## config.mk

```make
export PLATFORM = sky130hd
export DESIGN_NAME = imm_cmd_queue
export DESIGN_NICKNAME = d
export VERILOG_FILES = /design/src/imm_pkg.sv /design/src/imm_cmd_queue.sv
export SDC_FILE = /design/constraint.sdc
export NUM_CORES = 1
export LEC_CHECK = 0
export BUFFER_PORTS_ARGS = -buffer_cell sky130_fd_sc_hd__clkbuf_2
export CORE_UTILIZATION = 61
export CTS_CLUSTER_SIZE = 12
export DETAILED_ROUTE_END_ITERATION = 6
export PLACE_DENSITY_LB_ADDON = 0.08
export SLEW_MARGIN = 0
export SYNTH_ARGS = -nofsm -noshare
export SYNTH_HDL_FRONTEND = slang
export SYNTH_SLANG_ARGS = --single-unit
```

## constraint.sdc

```tcl
create_clock -name clk_i -period 7.7 [get_ports clk_i]
set_clock_uncertainty 0.05 [all_clocks]
set_input_delay 0.77 -clock clk_i [delete_from_list [all_inputs] [get_ports clk_i]]
set_output_delay 0.77 -clock clk_i [all_outputs]
set_load 0.01 [all_outputs]
```

## src/imm_pkg.sv

```systemverilog
`default_nettype none

package imm_pkg;

  localparam int unsigned MaxDim = 8;
  localparam int unsigned DimW   = 4;
  localparam int unsigned IdxW   = 3;
  localparam int unsigned AddrW  = 6;
  localparam int unsigned Depth  = 64;
  localparam int unsigned DataW  = 64;
  localparam int unsigned HalfW  = 32;
  localparam int unsigned QDepth = 4;
  localparam int unsigned QPtrW  = 2;
  localparam int unsigned QCntW  = 3;

  localparam logic [1:0] ACT_LOAD_A = 2'd0;
  localparam logic [1:0] ACT_LOAD_B = 2'd1;
  localparam logic [1:0] ACT_MULT   = 2'd2;

  localparam logic [1:0] REG_A_ROWS = 2'd0;
  localparam logic [1:0] REG_A_COLS = 2'd1;
  localparam logic [1:0] REG_B_ROWS = 2'd2;
  localparam logic [1:0] REG_B_COLS = 2'd3;

  typedef enum logic [1:0] {
    CMD_LOAD_A = 2'd0,
    CMD_LOAD_B = 2'd1,
    CMD_MULT   = 2'd2
  } cmd_kind_e;

  typedef struct packed {
    logic [DimW-1:0] a_rows;
    logic [DimW-1:0] a_cols;
    logic [DimW-1:0] b_rows;
    logic [DimW-1:0] b_cols;
  } cfg_t;

  typedef struct packed {
    cmd_kind_e        kind;
    logic [IdxW-1:0]  row;
    logic [IdxW-1:0]  col;
    logic [DataW-1:0] value;
  } cmd_t;

  typedef struct packed {
    logic [DataW-1:0] product;
    logic [IdxW-1:0]  row;
    logic [IdxW-1:0]  col;
    logic             last;
    logic             mismatch;
  } res_t;

  function automatic logic [DimW-1:0] sat_dim(input logic [DimW-1:0] d);
    logic [DimW-1:0] lim;
    lim = DimW'(MaxDim);
    return (d > lim) ? lim : d;
  endfunction

endpackage

`default_nettype wire

```

## src/imm_cmd_queue.sv

```systemverilog
`default_nettype none

module imm_cmd_queue import imm_pkg::*; (
  input  wire logic clk_i,
  input  wire logic rst_ni,
  input  wire logic push_i,
  input  cmd_t      cmd_i,
  output logic      full_o,
  input  wire logic pop_i,
  output logic      empty_o,
  output cmd_t      cmd_o
);

  cmd_t             mem_q [QDepth];
  logic [QPtrW-1:0] wptr_q, rptr_q;
  logic [QCntW-1:0] count_q;
  logic             do_push, do_pop;

  assign full_o  = (count_q == QCntW'(QDepth));
  assign empty_o = (count_q == '0);
  assign do_push = push_i && !full_o;
  assign do_pop  = pop_i && !empty_o;
  assign cmd_o   = mem_q[rptr_q];

  always_ff @(posedge clk_i) begin
    if (do_push) begin
      mem_q[wptr_q] <= cmd_i;
    end
  end

  always_ff @(posedge clk_i or negedge rst_ni) begin
    if (!rst_ni) begin
      wptr_q  <= '0;
      rptr_q  <= '0;
      count_q <= '0;
    end else begin
      if (do_push) wptr_q <= wptr_q + 1'b1;
      if (do_pop)  rptr_q <= rptr_q + 1'b1;
      if (do_push && !do_pop)      count_q <= count_q + 1'b1;
      else if (do_pop && !do_push) count_q <= count_q - 1'b1;
    end
  end

endmodule

`default_nettype wire

```

# Word-level counts from Yosys, hierarchy flattened
# Memories as Yosys holds them, arrays and structs flattened.
# Cells that the tools add are included.
[word_totals] ff_bits=7 in_bits=76 output_inout_bits=74 word_cells=23 mem_bits_rw=288 memories=1
[mem_list] name="mem_q" depth=4 width=72 rd=1 rd_ports_with_merged_regs=0 wr=1 line_no="imm_cmd_queue.sv:14" rtl="cmd_t mem_q [QDepth];"
[op_classes] eq_ne=1 add_sub_neg=4 reduce_logical=10 mux=4
[ops] op="3-bit 2-to-1 mux" count=2
[ops] op="2-bit by 1-bit adder with 2-bit output (second input constant)" count=2
[ops] op="1-bit logical AND" count=4
[ops] op="1-bit zero test" count=4
[ops] op="3-bit by 1-bit adder with 3-bit output (second input constant)" count=1
[ops] op="3-bit equality test (second input constant)" count=1
[ops] op="3-bit zero test" count=1
[ops] op="3-bit by 1-bit subtractor with 3-bit output (second input constant)" count=1
[ops] op="1-bit 2-to-1 mux" count=2
[ops] op="2-bit nonzero test" count=1

# Depth between registers and ports, before layout
[logic_depth] depth_word=7 mapped_depth=9 mapped_depth_nobuf=8

# Worst setup path after synthesis
# OpenSTA, ideal clock, no wires.
[synth_timing] kind="input port to flip-flop" from="in push_i" to="mem mem_q[0][0] in the netlist's numbering (enable)" slack_ns=4.477 path_buffers=1 required_time_ns=7.212 t_arrival_ns=2.735 setup_ns=0.438 stages=3 cell_sequence="nor2b_1 buf_2 and2_1"
[synth_via] elab_chain_len=3
[synth_lines] element="from (decl)" line_no="imm_cmd_queue.sv:6" rtl="input wire logic push_i,"
[synth_lines] element="1-bit logical AND" line_no="imm_cmd_queue.sv:21" rtl="assign do_push = push_i && !full_o;"
[synth_lines] element="net do_push" line_no="imm_cmd_queue.sv:17" rtl="logic do_push, do_pop;"
[synth_lines] element="1-bit 2-to-1 mux" line_no="imm_cmd_queue.sv:26" rtl="if (do_push) begin"
[synth_lines] element="1-bit 2-to-1 mux (implied by the code)" line_no="imm_cmd_queue.sv:27" rtl="mem_q[wptr_q] <= cmd_i;"
[synth_lines] element="to (decl)" line_no="imm_cmd_queue.sv:14"
# The timed path passes the listed nets, and every way through them passes these cells.

==> impl_results.md <==
* Setup bufs post-CTS at 0
* Nets at 660
* Setup TNS at 0 ns
* # hold bufs at CTS at 0
* Yosys warns at 0
* Initial antenna violation count at 0
* #FFs+latches synth at 295
* Number of global-route vias before repair at 5,222
* Slew Limit Fails at 0
* Largest family of logic cells by synthesized area: multiplexers
* Post-Synth Adder-Cell Area at 0.764%
* Layout area overhead at 16.8%
* Diode count at 0
* Root Driver: clkbuf_16
* Clock sink count at 295
* Largest net degree at the start of global routing at 74
* Mapped Cells at 412
* Post-synthesis cell type count at 19
* Syn Area/Cell at 26.2 um2
* Seq/Total Area, Yosys at 81.6%
* Io pins at 150
* IO buf count at 149
* Xor and xnor area share after synthesis at 0.486%
* CP startpoint: rptr_q[0]
* Vias per std cell at 5.80
* CP arrival at 2.98 ns
* Mux contribution to synthesized area at 15.2%
* DRT Wirelength at 18,200 um
* Synth Net Count at 494
* Global-route wire length before repair at 27,800 um
* Max-cap violations at 0
* Share of layout cells above drive strength 1 at 45.7%
* Post-DP HPWL at 10,200 um
* Total track usage at 20.8%
* Pwr Density at 387 mW/mm2
* FMAX at 0.263 GHz
* Status: completed
* Drc violations at 0
* Final hold viol count at 0
* Crit Path Category: flop to primary output
* Simple-gate share of the synthesized area at 0.579%
* Height of the die at 135 um
* Most frequent cells in the layout: edfxtp_1 (288), clkbuf_2 (149), mux4_2 (72), clkbuf_16 (31), clkbuf_1 (8)
* CTS H-tree depth at 1
* Leakage power at 4.37 nW
* CTS resizes at 0
* Vias at 4,760
* Die Footprint at 0.0183 mm2
* CTS tree: built
* Die extent in x at 135 um
* Rows at 48
* Final Wtd Congestion at 0.685
* FF-to-FF Start: count_q[2]
* Total grt overflow at 0
* Core area at 0.0173 mm2
* Cts bufs inserted at 30
* Critical Path Start Type: flop
* Worst-Skew Late Latency at 0.53 ns
* Compound-gate portion of the synthesized area at 0%
* Avg WL per Cell at 22.2 um
* Worst-path maximum fanout at 46
* RSZ-0062 raised after global routing: no
* Slew of the pin with the lowest slew margin at 1.14 ns
* CP endpoint kind: primary output
* Drt pass-1 iters at 4
* Setup violators final at 0
* Commonest non-fill, non-tap cell in the layout: edfxtp_1
* Hold WC Path Type: input pin to asynchronous set/reset pin
* Period utilization at 49.3%
* Post-Syn Area at 0.0108 mm2
* Slew HR at 24.3%
* Total Power at 0.00489 W
* Routed Antenna Nets at 0
* Initial core utilization at 62.5%
* Min Tclk post-route at 3.80 ns
* Initial DRC Count at 250
* Worst-path clk slew at 0.06 ns
* Clk buf depth at 3
* Worst EP required at 6.88 ns
* Max VDD drop at 0.309 mV
Yosys cell counts:
cell type / number / area, um2
and2_1: 4 / 25.0
buf_2: 9 / 45.0
buf_4: 1 / 7.51
buf_6: 7 / 78.8
dfrtp_1: 7 / 175
edfxtp_1: 288 / 8650
fa_1: 1 / 20.0
ha_1: 5 / 62.6
inv_1: 4 / 15.0
mux2_2: 2 / 22.5
mux4_2: 72 / 1620
nand2_1: 1 / 3.75
nand3_1: 1 / 5.00
nor2_1: 1 / 3.75
nor2b_1: 1 / 6.26
nor3b_2: 1 / 12.5
or3_1: 1 / 6.26
xnor2_1: 4 / 35.0
xor2_1: 2 / 17.5
path summary, 6_finish.rpt:
| check | to | slack (ns) | depth (start not counted) |
|---|---|---|---|
| worst max-delay path | cmd_o[30] | 3.90 | 3 |
| worst min-delay path | count_q[2] | 0.02 | 1 |
| worst max register to register | mem_q[1][21] | 5.07 | 4 |
| worst min register to register | count_q[2] | 0.46 | 1 |
| max in group asynchronous | rptr_q[0] | 7.40 | 1 |
| min in group clk_i | mem_q[3][58] | 0.40 | 1 |
cell type report:
cell class / instances / area [um2]
Clock buffer: 43 / 861
Multi-Input combinational cell: 96 / 1850
Inverter: 4 / 15.0
Sequential cell: 295 / 8830
Clock inverter: 6 / 28.8
Tap cell: 225 / 282
Fill cell: 1018 / 4670
Timing Repair Buffer: 151 / 761
sequential cells by signal (all words and copies together), names as in the netlist:
name and flops:
mem_q 288, count_q 3, rptr_q 2, wptr_q 2
cells by family (layout without fill, tap and decap cells):
| logic type | count (synthesis) | in the layout |
|---|---|---|
| DFF | 295 | 295 |
| muxes | 74 | 74 |
| buffers and inverters | 21 | 204 |
| and+or+nand+nor | 10 | 10 |
| adders and majority gates | 6 | 6 |
| xor gates and xnor gates | 6 | 6 |
metal layers:
| metal | up-vias | share of wire (%) | GRT usage [%] |
|---|---|---|---|
| met3 | 30 | 7.0 | 5.01 |
| met4 | 0 | 2.0 | 6.87 |
| met2 | 159 | 52 | 36.0 |
| li1 | 2092 | - | - |
| met5 | - | 0 | 0 |
| met1 | 2479 | 39 | 26.0 |
report_power, final:
group	internal (W)	leakage, nW	switching, W
registers	0.00213	2.72	0.000200
logic	0.000625	1.21	0.000640
clock network	0.000765	0.441	0.000532
through the flow:
step                      cells  setup slack, ns  utilization, %  cell area [um2]  hold slack, ns
after CTS                   820             3.76            73.0            12600         0.00551
final                       820             3.90            73.0            12600          0.0150
after global routing        820             3.63            73.0            12600          0.0131
after floorplan             412             4.48               -            10800           0.395
after detailed placement    771             4.36            67.9            11700           0.431
after global placement      771             4.34            67.9            11700           0.421
critical path, stage by stage (launching register included):
cell      delay, ns
dfrtp_4        0.80
buf_4          0.82
mux4_2         0.65
clkbuf_2       0.15
(Power assumes the default switching activity.)
