### config.mk
export PLATFORM = sky130hd
export DESIGN_NAME = imm_res_queue
export DESIGN_NICKNAME = d
export VERILOG_FILES = /design/src/imm_pkg.sv /design/src/imm_res_queue.sv
export SDC_FILE = /design/constraint.sdc
export NUM_CORES = 1
export LEC_CHECK = 0
export BUFFER_PORTS_ARGS = -buffer_cell sky130_fd_sc_hd__buf_2
export CAP_MARGIN = 10
export CORE_AREA = 2 2 127 159
export CTS_CLUSTER_DIAMETER = 30
export DETAILED_ROUTE_END_ITERATION = 12
export DIE_AREA = 0 0 129 161
export PLACE_DENSITY = 0.81
export SLEW_MARGIN = 20
export SYNTH_ARGS = -nofsm -noshare
export SYNTH_HDL_FRONTEND = slang
export SYNTH_SLANG_ARGS = --single-unit
export TNS_END_PERCENT = 20
### constraint.sdc
create_clock -name clk_i -period 3.8 [get_ports clk_i]
set_input_delay 0.38 -clock clk_i [delete_from_list [all_inputs] [get_ports clk_i]]
set_output_delay 0.38 -clock clk_i [all_outputs]
set_load 0.01 [all_outputs]
### src/imm_pkg.sv
`default_nettype none

package imm_pkg;

  localparam int unsigned MaxDim = 8;
  localparam int unsigned DimW   = 4;
  localparam int unsigned IdxW   = 3;
  localparam int unsigned AddrW  = 6;
  localparam int unsigned Depth  = 64;
  localparam int unsigned DataW  = 64;
  localparam int unsigned HalfW  = 32;
  localparam int unsigned QDepth = 4;
  localparam int unsigned QPtrW  = 2;
  localparam int unsigned QCntW  = 3;

  localparam logic [1:0] ACT_LOAD_A = 2'd0;
  localparam logic [1:0] ACT_LOAD_B = 2'd1;
  localparam logic [1:0] ACT_MULT   = 2'd2;

  localparam logic [1:0] REG_A_ROWS = 2'd0;
  localparam logic [1:0] REG_A_COLS = 2'd1;
  localparam logic [1:0] REG_B_ROWS = 2'd2;
  localparam logic [1:0] REG_B_COLS = 2'd3;

  typedef enum logic [1:0] {
    CMD_LOAD_A = 2'd0,
    CMD_LOAD_B = 2'd1,
    CMD_MULT   = 2'd2
  } cmd_kind_e;

  typedef struct packed {
    logic [DimW-1:0] a_rows;
    logic [DimW-1:0] a_cols;
    logic [DimW-1:0] b_rows;
    logic [DimW-1:0] b_cols;
  } cfg_t;

  typedef struct packed {
    cmd_kind_e        kind;
    logic [IdxW-1:0]  row;
    logic [IdxW-1:0]  col;
    logic [DataW-1:0] value;
  } cmd_t;

  typedef struct packed {
    logic [DataW-1:0] product;
    logic [IdxW-1:0]  row;
    logic [IdxW-1:0]  col;
    logic             last;
    logic             mismatch;
  } res_t;

  function automatic logic [DimW-1:0] sat_dim(input logic [DimW-1:0] d);
    logic [DimW-1:0] lim;
    lim = DimW'(MaxDim);
    return (d > lim) ? lim : d;
  endfunction

endpackage

`default_nettype wire

### src/imm_res_queue.sv
`default_nettype none

module imm_res_queue import imm_pkg::*; (
  input  wire logic clk_i,
  input  wire logic rst_ni,
  input  wire logic push_i,
  input  res_t      res_i,
  output logic      full_o,
  input  wire logic pop_i,
  output logic      empty_o,
  output res_t      res_o
);

  res_t             mem_q [QDepth];
  logic [QPtrW-1:0] wptr_q, rptr_q;
  logic [QCntW-1:0] count_q;
  logic             do_push, do_pop;

  assign full_o  = (count_q == QCntW'(QDepth));
  assign empty_o = (count_q == '0);
  assign do_push = push_i && !full_o;
  assign do_pop  = pop_i && !empty_o;
  assign res_o   = mem_q[rptr_q];

  always_ff @(posedge clk_i) begin
    if (do_push) begin
      mem_q[wptr_q] <= res_i;
    end
  end

  always_ff @(posedge clk_i or negedge rst_ni) begin
    if (!rst_ni) begin
      wptr_q  <= '0;
      rptr_q  <= '0;
      count_q <= '0;
    end else begin
      if (do_push) wptr_q <= wptr_q + 1'b1;
      if (do_pop)  rptr_q <= rptr_q + 1'b1;
      if (do_push && !do_pop)      count_q <= count_q + 1'b1;
      else if (do_pop && !do_push) count_q <= count_q - 1'b1;
    end
  end

endmodule

`default_nettype wire

Word-level counts from Yosys, hierarchy flattened

Memory sizes are Yosys's and may differ from the RTL's.
Index checks and enable logic that the tools add are counted.
W data, S select, Z words.

RAM bits: 288
Bits in registers: 7
Word-level logic and storage cells: 23
Output and inout port bits: 74
Input bits: 76
Memories: 1

$add $sub $neg: 4
Equal/unequal tests: 1
Mux-type cells: 4
Reductions and logical operators: 10

Memory list:

| memory | words | bits a word | read ports | clocked after Yosys merged registers in | write ports | line                | source |
|---|---|---|---|---|---|---|---|
| mem_q  | 4     | 72          | 1          | 0                                       | 1           | imm_res_queue.sv:14 | `res_t mem_q [QDepth];` |

Operators with widths:

| cell                  | number |
|---|---|
| $mux W3               | 2 |
| $add A2 B1 Y2 const B | 2 |
| $logic_and A1 B1 Y1   | 4 |
| $logic_not A1 Y1      | 4 |
| $add A3 B1 Y3 const B | 1 |
| $eq A3 B3 Y1 const B  | 1 |
| $logic_not A3 Y1      | 1 |
| $sub A3 B1 Y3 const B | 1 |
| $mux W1               | 2 |
| $reduce_bool A2 Y1    | 1 |

Logic depth before layout (Yosys ltp)

Depth after elaboration: 7
Depth in mapped cells: 9
Mapped depth without buffers: 8

Worst setup path after synthesis

OpenSTA, ideal clock, no wires.

Path type: reg-to-reg
Start point: register count_q[2]
End point: memory mem_q[0][0] (netlist bit), enable pin
Buffers on the path: 1
Arrival time: 2514 ps
Cell stages (with the launch flop): 5
Clock period less this slack: 2952 ps
Data required time: 3362 ps
Slack: 848 ps
Library setup time: 438 ps
Cell sequence: dfrtp_1 -> nor3b_2 -> nor2b_1 -> buf_2 -> and2_1

Word-level cells in the longest chain between the ends: 5

Ends and longest elaborated chain:

| what                          | line                | source |
|---|---|---|
| start, declared               | imm_res_queue.sv:16 | `logic [QCntW-1:0] count_q;` |
| start signal, assigned        | imm_res_queue.sv:39 | `if (do_push && !do_pop) count_q <= count_q + 1'b1;` |
| start signal, assigned        | imm_res_queue.sv:40 | `else if (do_pop && !do_push) count_q <= count_q - 1'b1;` |
| $eq A3 B3 Y1                  | imm_res_queue.sv:19 | `assign full_o = (count_q == QCntW'(QDepth));` |
| via full_o                    | imm_res_queue.sv:8  | `output logic full_o,` |
| $logic_not A1 Y1              | imm_res_queue.sv:21 | `assign do_push = push_i && !full_o;` |
| $logic_and A1 B1 Y1           | imm_res_queue.sv:21 |  |
| via do_push                   | imm_res_queue.sv:17 | `logic do_push, do_pop;` |
| $mux W1                       | imm_res_queue.sv:26 | `if (do_push) begin` |
| $mux W1 (implied by the code) | imm_res_queue.sv:27 | `mem_q[wptr_q] <= res_i;` |
| end, declared                 | imm_res_queue.sv:14 |  |

The timed path passes the listed nets, and every way through them passes these cells.

==> impl_metrics.json <==
{
  "drt_pass1_iterations": 4,
  "p_leak_nw": 4.50,
  "arrival_ns": 2.45,
  "postSynthCellCount": 412,
  "cts_setup_buffers": 0,
  "number_of_global_route_vias_before_repair": 5228,
  "drt_first_iter_violations": 322,
  "syn-cell-area_mm2": 0.0108,
  "slew_at_the_pin_closest_to_its_max_slew_limit_ns": 1.10,
  "synthDominantCellAreaShare_pct": 80.0,
  "initial_utilization_pct": 55.9,
  "layout-drive-gt1-share_pct": 48.1,
  "diodes": 0,
  "gp_congestion": 0.703,
  "antenna_violating_nets_post_route": 0,
  "synth-adder-area-share_pct": 0.764,
  "rsz0062_at_grt": "no",
  "route.vias.total": 4824,
  "part_of_the_total_power_dissipated_in_combinational_logic_pct": 25.3,
  "grt-ovfl-total": 0,
  "syn_avg_cell_area_um2": 26.2,
  "timing.clock.skew_ns": 0.00722,
  "crit_path_end_kind": "primary output",
  "post_cts.resized_instances": 0,
  "cts_htree_levels": 2,
  "worst-path-max-fanout": 37,
  "boundaryPins": 150,
  "power.internal_mw": 7.52,
  "finalHoldViolCount": 0,
  "final.period_utilization_pct": 74.6,
  "synthToLayoutAreaGrowth_pct": 20.4,
  "clk-insertion-delay-late_ns": 0.48,
  "prevailing_post_synth_register_cell": "edfxtp_1",
  "ir_worst_vdd_v": 0.000612,
  "synth_enable_flop_cells": 288,
  "core_area_mm2": 0.0193,
  "finalWorstPathRequiredPeriod_ns": 2.83,
  "placedCellCount": 811,
  "preCtsSetupSlack_ns": 1.33,
  "ctsHoldBuffers": 1,
  "finish.instance_area_mm2": 0.0130,
  "place_hpwl_um": 11200,
  "number_of_standard_cells_in_the_final_layout_excluding_fillers": 878,
  "seq_power_share_pct": 44.9,
  "grt_pass1_wl_um": 29500,
  "pwr-share-clk_pct": 29.8,
  "synth.yosys.seq_area_share_pct": 81.6,
  "synth_compound_area_share_pct": 0,
  "full_die_area_mm2": 0.0208,
  "placement.io_buffers": 149,
  "die_height_um": 161,
  "cp-start-kind": "register",
  "synth_top_family_by_area": "multiplexers",
  "synth-simple-area-share_pct": 0.579,
  "synth_top_cell_by_area": "edfxtp_1",
  "placed_standard_cell_area_mm2": 0.0118,
  "total_clock_buffers_created_by_cts": 36,
  "switching_power_summed_over_all_nets_mw": 3.02,
  "min_path_type": "in2reg",
  "count_of_nets_after_finishing": 670,
  "vias_per_cell": 5.49,
  "critPathKind": "reg2out",
  "setup_ws_ns": 0.966,
  "synth-async-reset-ratio_pct": 2.37,
  "max_freq_ghz": 0.353,
  "setup_viol": 0,
  "slew_viol_final": 0,
  "ys_seq_elements": 295,
  "fraction_of_synthesized_area_in_multiplexers_pct": 15.2,
  "fillCellCount": 1202,
  "detail_route.wl_per_cell_um": 22.1,
  "tns_ns": 0,
  "synth_top_cells_by_count": "edfxtp_1 (288), mux4_2 (72), buf_2 (9), buf_6 (7), dfrtp_1 (7)",
  "yosysMostFrequentCell": "edfxtp_1",
  "row_count": 57,
  "netSwitchingFraction_pct": 28.7,
  "timing.hold.worst_path_depth": 1,
  "max-clock-path-buffers": 3,
  "r2r.worst_path.cells": 3,
  "grt_max_degree": 74,
  "cp_data_required_time_ns": 3.42,
  "powerDensity_mw_per_mm2": 810,
  "relSlewSlack_pct": 26.8,
  "grtUsageTotal_pct": 19.0,
  "post_synth_xor_xnor_area_pct": 0.486,
  "ctsRootBufferMaster": "clkbuf_16",
  "ys_warn_count": 0,
  "die_width_um": 129,
  "numClockSinks": 295,
  "synth.area.top_cells": "edfxtp_1 (80%), mux4_2 (15%), dfrtp_1 (1.6%), buf_6 (0.73%), ha_1 (0.58%)",
  "synthDistinctLibCells": 19,
  "drv_cap": 0,
  "antenna_found_initial": 1,
  "syn_nets": 494,
  "tritoncts": "built",
  "detail_route.wirelength_um": 19400,
  "worst_setup_hold_path_clk_slew_ns": 0.06,
  "drc": 0,
  "run_status": "finished clean"
}
[sequential cells by signal, indices dropped and copies added, names as in the netlist]
register,count
rptr_q,2
count_q,3
mem_q,288
wptr_q,2
[through the flow]
step,hold slack [ns],util [%],power [mW]
global route,0.0873,67.3,11.0
global placement,0.226,61.1,7.38
detailed placement,0.230,61.1,7.48
CTS,0.0875,67.0,10.6
finish,0.104,67.3,10.5
floorplan,0.0844,-,6.48
[cells in the final DEF, fill, tap and decap left out, types with 3 or more instances in the layout]
master      count
clkinv_2        9
clkbuf_16      37
edfxtp_1      288
ha_1            5
and2_4          4
mux4_2         72
clkinv_4        5
buf_2         149
inv_1           4
inv_6           3
clkinvlp_4      3
xnor2_1         4
dfrtp_1         5
[critical path, stage by stage, from the launching register on]
cell and delay, ns:
dfrtp_4 0.82, buf_12 0.37, mux4_2 0.57, buf_2 0.16
[area by class of cell]
cell class                      instances  area (um2)  area share (%)
Inverter                                4        15.0           0.115
Clock inverter                         25         198            1.52
Multi-Input combinational cell         96        1850            14.2
Tap cell                              265         332            2.55
Timing Repair Buffer                  155         858            6.59
Sequential cell                       295        8830            67.9
Clock buffer                           38         930            7.14
[metal layers]
layer	vias up	wire, um	track usage, %
li1	2116	-	-
met1	2513	7160	23.9
met2	159	10700	33.4
met3	34	1150	3.74
met4	2	403	6.18
met5	-	11	0
[power groups by stage]
stage / sequential (mW) / combinational (mW) / clock, mW
detailed placement: 4.82 / 2.66 / 0
finish: 4.73 / 2.67 / 3.14
floorplan: 4.51 / 1.98 / 0
global placement: 4.76 / 2.62 / 0
CTS: 4.77 / 2.68 / 3.19
global route: 4.80 / 2.85 / 3.34
[kinds of logic (layout without fill, tap and decap cells)]
logic type / count (synthesis) / after routing
multiplexers: 74 / 74
XOR/XNOR: 6 / 6
flip-flops: 295 / 295
adder cells (fa/ha/maj): 6 / 6
buffers and inverters: 21 / 222
AND/OR/NAND/NOR: 10 / 10
[final timing paths]
path / from / to / slack (ns)
max in group asynchronous: rst_ni / rptr_q[0] / 3.36
worst max-delay path: rptr_q[0] / res_o[2] / 0.97
min in group asynchronous: rst_ni / count_q[0] / 0.26
worst max register to register: count_q[2] / mem_q[3][3] / 1.31
worst min-delay path: res_i[16] / mem_q[2][16] / 0.10
worst min register to register: count_q[2] / count_q[2] / 0.53
(Power assumes the default switching activity.)
