$ cat src/imm_pkg.sv
`default_nettype none

package imm_pkg;

  localparam int unsigned MaxDim = 8;
  localparam int unsigned DimW   = 4;
  localparam int unsigned IdxW   = 3;
  localparam int unsigned AddrW  = 6;
  localparam int unsigned Depth  = 64;
  localparam int unsigned DataW  = 64;
  localparam int unsigned HalfW  = 32;
  localparam int unsigned QDepth = 4;
  localparam int unsigned QPtrW  = 2;
  localparam int unsigned QCntW  = 3;

  localparam logic [1:0] ACT_LOAD_A = 2'd0;
  localparam logic [1:0] ACT_LOAD_B = 2'd1;
  localparam logic [1:0] ACT_MULT   = 2'd2;

  localparam logic [1:0] REG_A_ROWS = 2'd0;
  localparam logic [1:0] REG_A_COLS = 2'd1;
  localparam logic [1:0] REG_B_ROWS = 2'd2;
  localparam logic [1:0] REG_B_COLS = 2'd3;

  typedef enum logic [1:0] {
    CMD_LOAD_A = 2'd0,
    CMD_LOAD_B = 2'd1,
    CMD_MULT   = 2'd2
  } cmd_kind_e;

  typedef struct packed {
    logic [DimW-1:0] a_rows;
    logic [DimW-1:0] a_cols;
    logic [DimW-1:0] b_rows;
    logic [DimW-1:0] b_cols;
  } cfg_t;

  typedef struct packed {
    cmd_kind_e        kind;
    logic [IdxW-1:0]  row;
    logic [IdxW-1:0]  col;
    logic [DataW-1:0] value;
  } cmd_t;

  typedef struct packed {
    logic [DataW-1:0] product;
    logic [IdxW-1:0]  row;
    logic [IdxW-1:0]  col;
    logic             last;
    logic             mismatch;
  } res_t;

  function automatic logic [DimW-1:0] sat_dim(input logic [DimW-1:0] d);
    logic [DimW-1:0] lim;
    lim = DimW'(MaxDim);
    return (d > lim) ? lim : d;
  endfunction

endpackage

`default_nettype wire

$ cat src/imm_front.sv
`default_nettype none

module imm_front import imm_pkg::*; (
  input  wire logic                clk_i,
  input  wire logic                rst_ni,
  input  wire logic                cfg_we_i,
  input  wire logic [1:0]          cfg_idx_i,
  input  wire logic [DimW-1:0]     cfg_wdata_i,
  input  wire logic                push_i,
  output logic                     full_o,
  input  wire logic [1:0]          action_i,
  input  wire logic [IdxW-1:0]     elem_row_i,
  input  wire logic [IdxW-1:0]     elem_col_i,
  input  wire logic signed [DataW-1:0] elem_value_i,
  input  wire logic                q_full_i,
  output logic                     q_push_o,
  output cmd_t                     q_cmd_o,
  output cfg_t                     cfg_o
);

  cfg_t            cfg_q;
  logic [DimW-1:0] nr, nc;
  logic            in_shape;
  logic            keep;

  always_ff @(posedge clk_i or negedge rst_ni) begin
    if (!rst_ni) begin
      cfg_q <= '0;
    end else if (cfg_we_i) begin
      case (cfg_idx_i)
        REG_A_ROWS: cfg_q.a_rows <= cfg_wdata_i;
        REG_A_COLS: cfg_q.a_cols <= cfg_wdata_i;
        REG_B_ROWS: cfg_q.b_rows <= cfg_wdata_i;
        REG_B_COLS: cfg_q.b_cols <= cfg_wdata_i;
        default: ;
      endcase
    end
  end

  assign nr       = sat_dim((action_i == ACT_LOAD_A) ? cfg_q.a_rows : cfg_q.b_rows);
  assign nc       = sat_dim((action_i == ACT_LOAD_A) ? cfg_q.a_cols : cfg_q.b_cols);
  assign in_shape = ({1'b0, elem_row_i} < nr) && ({1'b0, elem_col_i} < nc);

  always_comb begin
    keep          = 1'b0;
    q_cmd_o.kind  = CMD_MULT;
    q_cmd_o.row   = elem_row_i;
    q_cmd_o.col   = elem_col_i;
    q_cmd_o.value = elem_value_i;
    case (action_i)
      ACT_LOAD_A: begin
        keep         = in_shape;
        q_cmd_o.kind = CMD_LOAD_A;
      end
      ACT_LOAD_B: begin
        keep         = in_shape;
        q_cmd_o.kind = CMD_LOAD_B;
      end
      ACT_MULT: begin
        keep         = 1'b1;
        q_cmd_o.kind = CMD_MULT;
      end
      default: keep = 1'b0;
    endcase
  end

  assign full_o   = q_full_i;
  assign q_push_o = push_i && !q_full_i && keep;
  assign cfg_o    = cfg_q;

endmodule

`default_nettype wire

$ cat config.mk
export PLATFORM = sky130hd
export DESIGN_NAME = imm_front
export DESIGN_NICKNAME = d
export VERILOG_FILES = /design/src/imm_pkg.sv /design/src/imm_front.sv
export SDC_FILE = /design/constraint.sdc
export NUM_CORES = 1
export LEC_CHECK = 0
export BUFFER_PORTS_ARGS = -buffer_cell sky130_fd_sc_hd__buf_2
export CORE_ASPECT_RATIO = 0.8
export CORE_UTILIZATION = 36
export CTS_CLUSTER_DIAMETER = 120
export CTS_CLUSTER_SIZE = 20
export DETAILED_ROUTE_END_ITERATION = 7
export PLACE_DENSITY = 0.87
export SLEW_MARGIN = 25
export SYNTH_ARGS = -nofsm -noshare
export SYNTH_HDL_FRONTEND = slang
export SYNTH_SLANG_ARGS = --single-unit
$ cat constraint.sdc
create_clock -name clk_i -period 2.8 [get_ports clk_i]
set_input_delay 0.14 -clock clk_i [delete_from_list [all_inputs] [get_ports clk_i]]
set_output_delay 0.14 -clock clk_i [all_outputs]
set_load 0.01 [all_outputs]
# --- Yosys cells after proc, flatten, opt, wreduce, memory -nomap -nowiden ---
# Cells that the tools add are included.
totals:
  register_bits: 16
  in_bits: 83
  memories: 0
  romBits: 0
  wordCells: 30
  latchBits: 0
  mem_bits_rw: 0
op_classes:
  n_eq_ne: 5
  mul: 0
  n_lt_le_gt_ge: 4
  shifts: 0
  mux: 6
  n_bitwise: 0
  n_addsub: 0
  n_div: 0
  n_reduce_logical: 11
ops:
  columns: ["operator", "n"]
  rows:
  - ["$mux 4", 4]
  - ["$gt 4x4->1 const B", 2]
  - ["$lt 3x4->1", 2]
  - ["$reduce_and 2->1", 4]
  - ["$eq 2x2->1 const B", 3]
  - ["$eq 2x1->1 const B", 2]
  - ["$logic_not 2->1", 2]
  - ["$pmux 2 s2", 1]
  - ["$logic_and 1x1->1", 3]
  - ["$pmux 1 s2", 1]
  - ["$reduce_or 2->1", 1]
  - ["$logic_not 1->1", 1]

# --- Longest topological paths before layout ---
# Gate-level depths: netlist of the first run.
depth:
  depth_word: 8
  mapped_depth: 8

# --- Worst setup path after synthesis of the first run ---
# OpenSTA, ideal clock, no wires.
synth_timing:
  path_type: "input to output"
  startpoint: "input port action_i[1]"
  endpoint: "output port q_push_o"
  path_stages: 8
  path_buffers: 1
  path_slack_ps: 1277
  required_ps: 2660
  t_arrival_ps: 1383
  path_cell_list: "buf_6 -> nor2_2 -> nor3b_1 -> a31oi_1 -> ha_1 -> a21oi_1 -> a211oi_1 -> a21oi_1"
synth_between:
  elab_chain_cells: 8
  elab_cells_between_ends: 15
  cone_classes: "order compare (4); eq/ne (2); mux (5); reduce/logical (4)"
synth_lines:
  columns: ["element", "line_no", "rtl"]
  rows:
  - ["start: declaration", "imm_front.sv:11", "input wire logic [1:0] action_i,"]
  - ["$logic_not 2->1", "imm_front.sv:40, imm_front.sv:41, imm_front.sv:50", null]
  - ["$mux 4, on equally long branches", "imm_front.sv:40, imm_front.sv:41", null]
  - ["$gt 4x4->1", "imm_pkg.sv:56", "return (d > lim) ? lim : d;"]
  - ["$mux 4", "imm_pkg.sv:56", null]
  - ["$lt 3x4->1", "imm_front.sv:42", "assign in_shape = ({1'b0, elem_row_i} < nr) && ({1'b0, elem_col_i} < nc);"]
  - ["$logic_and 1x1->1", "imm_front.sv:42", null]
  - ["$pmux 1 s2 *", "imm_front.sv:50", "case (action_i)"]
  - ["$logic_and 1x1->1 *", "imm_front.sv:68", "assign q_push_o = push_i && !q_full_i && keep;"]
  - ["end: declaration", "imm_front.sv:16", "output logic q_push_o,"]
# Every way passes the cells marked *; elsewhere a longest branch is shown, timed or not.

# --- Final worst setup path of the first run ---
layout_timing:
  startpoint: "register cfg_q, in the netlist cfg_o[7]"
  endpoint: "output port q_push_o"
layout_between:
  elab_chain_cells: 7
layout_lines:
  columns: ["element", "line_no", "rtl"]
  rows:
  - ["start: declaration", "imm_front.sv:21", "cfg_t cfg_q;"]
  - ["$mux 4 *", "imm_front.sv:40", "assign nr = sat_dim((action_i == ACT_LOAD_A) ? cfg_q.a_rows : cfg_q.b_rows);"]
  - ["$gt 4x4->1", "imm_pkg.sv:56", null]
  - ["$mux 4 *", "imm_pkg.sv:56", null]
  - ["$lt 3x4->1 *", "imm_front.sv:42", null]
  - ["$logic_and 1x1->1 *", "imm_front.sv:42", null]
  - ["$pmux 1 s2 *", "imm_front.sv:50", null]
  - ["$logic_and 1x1->1 *", "imm_front.sv:68", null]
# Marked as above.

==> results of run 1 <==
report_power, final:
part / total (uW) / internal [uW] / switching [uW]
registers: 314 / 275 / 38.7
clock network: 199 / 125 / 74.6
logic: 212 / 107 / 105
total: 726 / 507 / 218
cell families after synthesis:
logic type / share of synthesized area (%)
buffers and inverters: 40.95
AOI/OAI and AO/OA: 6.354
DFF: 28.24
muxes: 11.92
adders and majority gates: 3.531
and+or+nand+nor: 9.003
final cells by class:
type | count | area [sq um] | area share [%]
multi-input cells | 52 | 436.7 | 36.20
flip-flops and latches | 16 | 400.4 | 33.19
repair buffers | 45 | 230.2 | 19.09
well taps | 55 | 68.82 | 5.705
clock buffers | 4 | 55.05 | 4.564
inverters | 4 | 15.01 | 1.245
Yosys cell counts, drive strengths merged (3+ instances only):
| cell | count | share of area [%] |
|---|---|---|
| a31oi | 4 | 1.8 |
| buf | 73 | 39 |
| dfrtp | 16 | 28 |
| ha | 4 | 3.5 |
| inv | 4 | 1.1 |
| mux2 | 15 | 12 |
| nand2 | 3 | 0.79 |
| nor2 | 3 | 0.97 |
| nor3b | 5 | 3.0 |
| o21ai | 3 | 1.1 |
per-layer routing:
layer  track usage (%)  part of all wire, %
met4             5.322                 0.94
met5                 0                    0
met2             21.90                   49
met3             7.478                   13
met1             15.73                   36
worst max-delay path by stage:
stage,depth (start not counted),endpoint,slack (ns)
after floorplan,8,q_push_o,1.28
after global placement,9,q_push_o,1.06
after detailed placement,9,q_push_o,1.02
after CTS,7,q_push_o,0.83
after global routing,7,q_push_o,0.69
final,7,q_push_o,0.85
through the flow:
step,worst slack [ns],cells,power (uW),instance area (sq um),hold WS (ns)
final,0.8515,176,725.6,1206,0.1512
after global routing,0.6854,176,778.0,1206,0.1702
after CTS,0.8346,176,737.6,1206,0.1556
after detailed placement,1.021,171,533.6,1141,0.06206
after global placement,1.059,171,526.5,1141,0.06241
after floorplan,1.277,146,534.0,1418,-0.1556
==> out/qor.txt, run 1 <==
CP delay by family, top: compound AO/OA/AOI/OAI gates
most common cell after layout, fill and taps aside: buf_2
Min-Delay Path Depth: 3
CP Data Arrival Time: 1.81 ns
Max Cap Viol: 0
core box area: 3779 sq um
io pins: 173
ordered cell list for the critical path: nor3b_1 > a31oi_1 > ha_1 > o2111ai_1 > a211oi_1 > a21oi_1 > buf_2
DR vias: 852
area of the die: 4194 sq um
most frequent cells in the layout: buf_2, dfrtp_1, mux2_2
Power Dens Cells: 601.5 nW/um^2
Rel. slew slack: 74.66%
final slew viol count: 0
RSZ-0062 raised after global routing: false
Required @ worst endpoint: 2.66 ns
DR iter-0 viols: 20
final setup TNS: 0 ns
TritonCTS clock tree: yes
Crit. End Element: output port
type of the most critical hold path: input port to register
grt total ovfl: 0
maximum operating frequency: 513.2 MHz
first-pass GRT wire length: 4291 um
largest net degree at the start of global routing: 17
port buffer count: 44
antenna-violating nets left: 0
fin crit period: 1.949 ns
final wirelength: 2881 um
synthesized area per cell: 9.710 sq um
max FFs per register: 16
cts bufs inserted: 3
main flop type after synthesis: dfrtp_1
Seq/Total Area, Yosys: 28.24%
CP startpoint: cfg_o[7]
setup violators final: 0
post-DP HPWL: 2432 um
RR Endpoint: cfg_o[7]
Syn-to-layout area delta: -14.92%
crit-path max cell delay: 0.43 ns
Die Wd: 72.16 um
Post-Syn Area: 1418 sq um
DRC violations left: 0
initial antenna violation count: 0
number of synthesized flops with an enable pin: 0
Longest Clk Path Bufs: 2
Max VDD drop: 0.0003563 V
Root Buffer: clkbuf_8
status: complete, no violations
R2R setup slack: 1.99 ns
Post-CTS Setup Bufs: 0
vias in the first global route: 797
Final period util: 69.59%
Final Wtd Congestion: 0.7635
Yosys warnings: 0
Fill cells: 406
hold_sp: cfg_wdata_i[3]
fin util: 31.92%
first drt pass iteration count: 4
cts repair resizes: 0
slowest cell on the critical path: dfrtp_1
CP Class: register to output port
GRT Resource Usage Total: 13.83%
Mapped Nets: 233
Clock Skew: 0 ns
CP max FO: 5
initial core utilization: 37.52%
Reg2Reg Launch Point: cfg_o[7]
Tightest Pin Transition: 0.3785 ns
#FFs+latches synth: 16
NumNets Final: 209
reg2reg path depth: 1
htree depth: 1
layout cells sized above 1: 54.55%
ANT cells: 0
WL/cell: 16.37 um
WP buf/inv: 1
Hold Path End: cfg_o[15]
Sink Count: 16
final hold violation count: 0
Clk pin slew, worst setup/hold paths: 0.06 ns
Post-synth ARST share: 100.0%
row count: 20
post-synthesis cell count: 146
crit start category: register
# hold bufs at CTS: 1
worst skew pair latency: 0.25 ns
number of distinct library cells after synthesis: 24
Static Leakage: 0.0005644 uW
die height: 58.13 um
vias per cell: 4.841
Note: power is estimated with default switching activity, not from simulation.
==> run 2, diff against run 1 <==
--- a/config.mk
+++ b/config.mk
@@ -5,13 +5,14 @@
 export SDC_FILE = /design/constraint.sdc
 export NUM_CORES = 1
 export LEC_CHECK = 0
+export ABC_AREA = 1
 export BUFFER_PORTS_ARGS = -buffer_cell sky130_fd_sc_hd__buf_2
 export CORE_ASPECT_RATIO = 0.8
-export CORE_UTILIZATION = 36
+export CORE_UTILIZATION = 33
 export CTS_CLUSTER_DIAMETER = 120
 export CTS_CLUSTER_SIZE = 20
 export DETAILED_ROUTE_END_ITERATION = 7
-export PLACE_DENSITY = 0.87
+export PLACE_DENSITY = 0.8
 export SLEW_MARGIN = 25
 export SYNTH_ARGS = -nofsm -noshare
 export SYNTH_HDL_FRONTEND = slang
==> constraint.sdc (replaced) <==
create_clock -name clk_i -period 1.8 [get_ports clk_i]
set_input_delay 0.09 -clock clk_i [delete_from_list [all_inputs] [get_ports clk_i]]
set_output_delay 0.09 -clock clk_i [all_outputs]
set_load 0.01 [all_outputs]
==> out/qor.txt, run 2 <==
Static Leakage: 0.0007208 uW (+28%)
antenna-violating nets left: 0 (unchanged)
Rel. slew slack: 76.25% (+1.6 points)
final hold violation count: 0 (unchanged)
Die Wd: 75.05 um (+4.0%)
number of distinct library cells after synthesis: 17 (-29%)
most used cell, CP: nand2_1
Final Power: 1078 uW (+49%)
post-synthesis cell count: 184 (+26%)
first-pass GRT wire length: 4229 um (-1.4%)
WL/cell: 13.06 um (-20%)
GRT Resource Usage Total: 12.95% (-0.88 points)
Post-synth ARST share: 100.0% (unchanged)
cts bufs inserted: 3 (unchanged)
worst skew pair latency: 0.24 ns (about the same)
setup violators final: 1 (+1)
first drt pass iteration count: 4 (unchanged)
Required @ worst endpoint: 1.71 ns (-0.95 ns)
status: finished with violations
Simple-Gate Fraction of Synth Area: 15.90% (+6.9 points)
layout cells sized above 1: 37.13% (-17 points)
vias in the first global route: 867 (+8.8%)
most common cell after layout, fill and taps aside: buf_2
port buffer count: 44 (unchanged)
failing checks: setup timing
most frequent cell after synthesis: buf_4
Power Dens Cells: 851.1 nW/um^2 (+41%)
final slew viol count: 0 (unchanged)
crit-path max cell delay: 0.39 ns (-0.04 ns)
Post-Synth XOR/XNOR Area: 0% (unchanged)
most frequent cells in the layout: buf_2, nand2_1, inv_1
synth cell count leaders: buf_4, nand2_1, inv_1
CP delay by family, top: flip-flops
Clk pin slew, worst setup/hold paths: 0.06 ns (about the same)
NumNets Final: 256 (+22%)
Compound-Gate Fraction of Synth Area: 7.904% (+1.5 points)
CP max FO: 2 (-3)
number of synthesized flops with an enable pin: 0 (unchanged)
adder-cell area share of the yosys netlist: 3.552% (+0.022 points)
Max Cap Viol: 0 (unchanged)
CP Class: register to output port
Min-Delay Path Depth: 3 (unchanged)
synthesized area per cell: 7.657 sq um (-21%)
Mapped Nets: 271 (+16%)
fin crit period: 1.866 ns
TritonCTS clock tree: yes
RSZ-0062 raised after global routing: true
row count: 20 (unchanged)
WP buf/inv: 2 (+1)
Seq/Total Area, Yosys: 28.42% (+0.18 points)
ANT cells: 0 (unchanged)
reg2reg path depth: 4 (+3)
slowest cell on the critical path: dfrtp_1
maximum operating frequency: 536.0 MHz
min setup slack post-route: -0.06576 ns (-0.9172 ns)
DR vias: 958 (+12%)
post-DP HPWL: 2280 um (-6.2%)
dominant combinational cell family by area after synthesis: buffers and inverters
Max VDD drop: 0.0003603 V (+1.1%)
max FFs per register: 16 (unchanged)
Longest Clk Path Bufs: 2 (unchanged)
Yosys warnings: 0 (unchanged)
htree depth: 1 (unchanged)
largest net degree at the start of global routing: 17 (unchanged)
Final period util: 103.7%
Clock Skew: 0 ns (unchanged)
top post-synthesis cells by area: buf_4, dfrtp_1, nand2_1, o21ai_0, inv_1
vias per cell: 4.315 (-11%)
Crit. End Element: output port
mux share of post-synthesis cell area: 0.7105% (-11 points)
#FFs+latches synth: 16 (unchanged)
Final Wtd Congestion: 0.7596 (-0.51%)
share of Yosys cell area claimed by the top area cell type: 37.83% (+0.23 points)
core box area: 3929 sq um (+4.0%)
final wirelength: 2899 um (+0.62%)
CP Data Arrival Time: 1.78 ns (-0.03 ns)
DRC violations left: 0 (unchanged)
fin util: 32.23% (+0.31 points)
die height: 60.44 um (+4.0%)
area of the die: 4536 sq um (+8.1%)
initial core utilization: 35.86% (-1.7 points)
Tightest Pin Transition: 0.3563 ns (-0.02216 ns)
Synth area leader: buf_4
Root Buffer: clkbuf_8
CP Depth: 10 (+3)
Sink Count: 16 (unchanged)
DR iter-0 viols: 33 (+65%)
ordered cell list for the critical path: mux2i_2 > buf_4 > o211ai_1 > ha_1 > nand2_1 > nand2_1 > nand2_1 > nand2_1 > a21oi_2 > buf_2
main flop type after synthesis: dfrtp_1
initial antenna violation count: 0 (unchanged)
io pins: 173 (unchanged)
Syn-to-layout area delta: -10.12%
grt total ovfl: 0 (unchanged)
Post-Syn Area: 1409 sq um (-0.62%)
type of the most critical hold path: input port to register
crit start category: register
Fill cells: 450 (+11%)
## run 2: metal layers
metal	up-vias	global-route usage [%]	share of wire, %
met4	0	4.313	0.59
met5	-	0	0
met1	421	15.03	43
li1	465	-	-
met3	4	11.30	16
met2	68	17.25	40
## run 2: cells by family after synthesis
family,count (synthesis)
simple gates,52
mux,1
buf+inv,91
compound gates,20
flops,16
fa+ha+maj,4
## run 2: per-stage QoR
| step | setup WS, ns | setup TNS [ns] | hold slack [ns] | instances | instance area, sq um |
|---|---|---|---|---|---|
| after floorplan | 0.2430 | 0 | -0.2056 | 184 | 1409 |
| after global placement | 0.1339 | 0 | 0.01730 | 212 | 1164 |
| after detailed placement | 0.09277 | 0 | 0.01996 | 212 | 1164 |
| after CTS | -0.08242 | -0.08242 | 0.1589 | 221 | 1259 |
| after global routing | -0.2084 | -0.2084 | 0.1725 | 222 | 1266 |
| final | -0.06576 | -0.06576 | 0.1606 | 222 | 1266 |
## run 2: power by group
part	switching (uW)	internal, uW	leakage [uW]
Combinational	188	161	0.000499
Sequential	49.8	418	0.000200
Clock	113	148	0.0000216
Total	351	727	0.000721
## run 2: cell type report
cell class | instances | area [sq um] | area share, %
Clock buffer | 3 | 41.29 | 3.261
Timing Repair Buffer | 52 | 282.8 | 22.33
Sequential cell | 16 | 400.4 | 31.62
Inverter | 19 | 71.32 | 5.632
Multi-Input combinational cell | 77 | 401.6 | 31.72
Tap cell | 55 | 68.82 | 5.435
## run 2: path summary, 6_finish.rpt
path / from / to / slack, ns
min in group asynchronous: rst_ni / cfg_o[1] / 0.28
worst min register to register: cfg_o[10] / cfg_o[10] / 0.52
worst max-delay path: cfg_o[11] / q_push_o / -0.07
worst max register to register: cfg_o[3] / cfg_o[3] / 0.89
worst min-delay path: cfg_wdata_i[0] / cfg_o[0] / 0.16
max in group asynchronous: rst_ni / cfg_o[13] / 1.26
## run 2: what timing repair did
action / CTS / global route
resized for setup: 2 / 0
endpoints found under the hold margin: 16 / 0
hold buffers: 1 / 0
setup buffers: 5 / 1
pin swaps: 4 / 2
endpoints found under the setup margin: 1 / 1
## run 2: worst register-to-register path, stage by stage (launching register included)
cell and delay (ns):
dfrtp_1 0.39, buf_4 0.14, buf_4 0.12, nand2_1 0.05, o21ai_0 0.09
==> run 3, diff against run 2 <==
--- a/config.mk
+++ b/config.mk
@@ -9,6 +9,7 @@
 export BUFFER_PORTS_ARGS = -buffer_cell sky130_fd_sc_hd__buf_2
 export CORE_ASPECT_RATIO = 0.8
 export CORE_UTILIZATION = 33
+export CTS_BUF_LIST = sky130_fd_sc_hd__clkbuf_16
 export CTS_CLUSTER_DIAMETER = 120
 export CTS_CLUSTER_SIZE = 20
 export DETAILED_ROUTE_END_ITERATION = 7
==> out/qor.txt, run 3 (synthesized netlist as in run 2, its figures left out) <==
Min Hold Slack: 0.1675 ns (+0.006825 ns)
cts bufs inserted: 3 (unchanged)
initial antenna violation count: 0 (unchanged)
slowest cell on the critical path: dfrtp_1
vias in the first global route: 880 (+1.5%)
Clk pin slew, worst setup/hold paths: 0.05 ns (about the same)
failing checks: setup timing
most common cell after layout, fill and taps aside: buf_2
Crit. End Element: output port
CP Depth: 10 (unchanged)
Max VDD drop: 0.0005447 V (+51%)
Sink Count: 16 (unchanged)
first drt pass iteration count: 4 (unchanged)
final slew viol count: 0 (unchanged)
type of the most critical hold path: input port to register
reg2reg path depth: 4 (unchanged)
most used cell, CP: nand2_1
Tightest Pin Transition: 0.3570 ns (+0.0006890 ns)
WP buf/inv: 2 (unchanged)
CP delay by family, top: flip-flops
Post-Layout Cell Count: 222 (unchanged)
final hold violation count: 0 (unchanged)
CP Data Arrival Time: 1.77 ns (about the same)
maximum operating frequency: 538.2 MHz (+0.42%)
fin crit period: 1.858 ns (-0.007805 ns)
Longest Clk Path Bufs: 2 (unchanged)
Die Wd: 75.05 um (unchanged)
Static Leakage: 0.0007362 uW (+2.1%)
RSZ-0062 raised after global routing: true
io pins: 173 (unchanged)
crit start category: register
Clock Skew: 0 ns (unchanged)
final wirelength: 2880 um (-0.66%)
Max Cap Viol: 0 (unchanged)
port buffer count: 44 (unchanged)
most frequent cells in the layout: buf_2, nand2_1, inv_1
DR vias: 963 (+0.52%)
WL/cell: 12.97 um (-0.66%)
Final period util: 103.2% (-0.43 points)
placed insts: 212 (unchanged)
Final Wtd Congestion: 0.7596 (unchanged)
setup violators final: 1 (unchanged)
ordered cell list for the critical path: mux2i_2 > buf_4 > o211ai_1 > ha_1 > nand2_1 > nand2_1 > nand2_1 > nand2_1 > a21oi_2 > buf_2
Root Buffer: clkbuf_16
largest net degree at the start of global routing: 17 (unchanged)
max FFs per register: 16 (unchanged)
DRC violations left: 0 (unchanged)
area of the die: 4536 sq um (unchanged)
CP max FO: 2 (unchanged)
die height: 60.44 um (unchanged)
TritonCTS clock tree: yes
min setup slack post-route: -0.05796 ns (+0.007805 ns)
Required @ worst endpoint: 1.71 ns (about the same)
htree depth: 1 (unchanged)
Rel. slew slack: 76.20% (about the same)
vias per cell: 4.338 (+0.52%)
Power Dens Cells: 950.0 nW/um^2 (+12%)
post-DP HPWL: 2280 um (unchanged)
first-pass GRT wire length: 4222 um (-0.17%)
worst skew pair latency: 0.24 ns (about the same)
CP Class: register to output port
DR iter-0 viols: 20 (-39%)
GRT Resource Usage Total: 12.63% (-0.32 points)
Syn-to-layout area delta: -7.726%
status: finished with violations
NumNets Final: 256 (unchanged)
row count: 20 (unchanged)
grt total ovfl: 0 (unchanged)
Min-Delay Path Depth: 3 (unchanged)
fin util: 33.09% (+0.86 points)
initial core utilization: 35.86% (unchanged)
Fill cells: 448 (-0.44%)
core box area: 3929 sq um (unchanged)
layout cells sized above 1: 37.13% (unchanged)
antenna-violating nets left: 0 (unchanged)
crit-path max cell delay: 0.39 ns (about the same)
ANT cells: 0 (unchanged)
==> run 3: layer usage <==
layer	GRT usage [%]	wire length [um]	vias to the layer above	part of all wire [%]
li1	-	-	470	-
met2	17.63	1170	70	41
met5	0	0	-	0
met4	1.887	6	0	0.21
met1	15.03	1248	421	43
met3	10.80	454	2	16
==> run 3: path summary, 6_finish.rpt <==
kind / startpoint / end / slack [ns]
setup / recovery: cfg_o[11] / q_push_o / -0.06
hold / removal: cfg_wdata_i[0] / cfg_o[8] / 0.17
setup reg to reg: cfg_o[3] / cfg_o[3] / 0.90
hold reg to reg: cfg_o[10] / cfg_o[10] / 0.52
max in group asynchronous: rst_ni / cfg_o[13] / 1.25
min in group asynchronous: rst_ni / cfg_o[1] / 0.29
==> run 3: worst reg2reg max path, delay by kind of cell, from the launching register on <==
family / cells / cell delay [ns]
DFF: 1 / 0.38
buffers and inverters: 2 / 0.26
AOI/OAI and AO/OA: 1 / 0.09
and+or+nand+nor: 1 / 0.05
==> run 3: final cells by class <==
type / count / area [sq um] / area share (%)
tap: 55 / 68.82 / 5.294
multi-input combinational: 77 / 401.6 / 30.90
timing repair buffer: 52 / 282.8 / 21.75
inverter: 19 / 71.32 / 5.486
clock buffer: 3 / 75.07 / 5.775
sequential: 16 / 400.4 / 30.80
==> run 3: power by group <==
group | switching, uW | internal [uW] | leakage, uW | total (uW)
clock network | 125 | 291 | 0.0000370 | 416
registers | 49.6 | 419 | 0.000200 | 468
logic | 190 | 161 | 0.000499 | 351
==> run 3: stage by stage <==
stage	setup slack, ns	power (uW)	instance area [sq um]	setup TNS, ns
2_1_floorplan	0.2430	793.9	1409	0
3_3_place_gp	0.1339	781.0	1164	0
3_5_place_dp	0.09277	788.5	1164	0
4_1_cts	-0.07161	1244	1292	-0.07161
5_1_grt	-0.1919	1324	1300	-0.1919
6_report	-0.05796	1235	1300	-0.05796
==> run 3: timing repair <==
action                     CTS  global route
setup endpoints to repair    1             1
hold endpoints to repair    16             0
buffers inserted             5             1
pin swaps                    4             2
resized for setup            2             0
hold buffers                 1             0
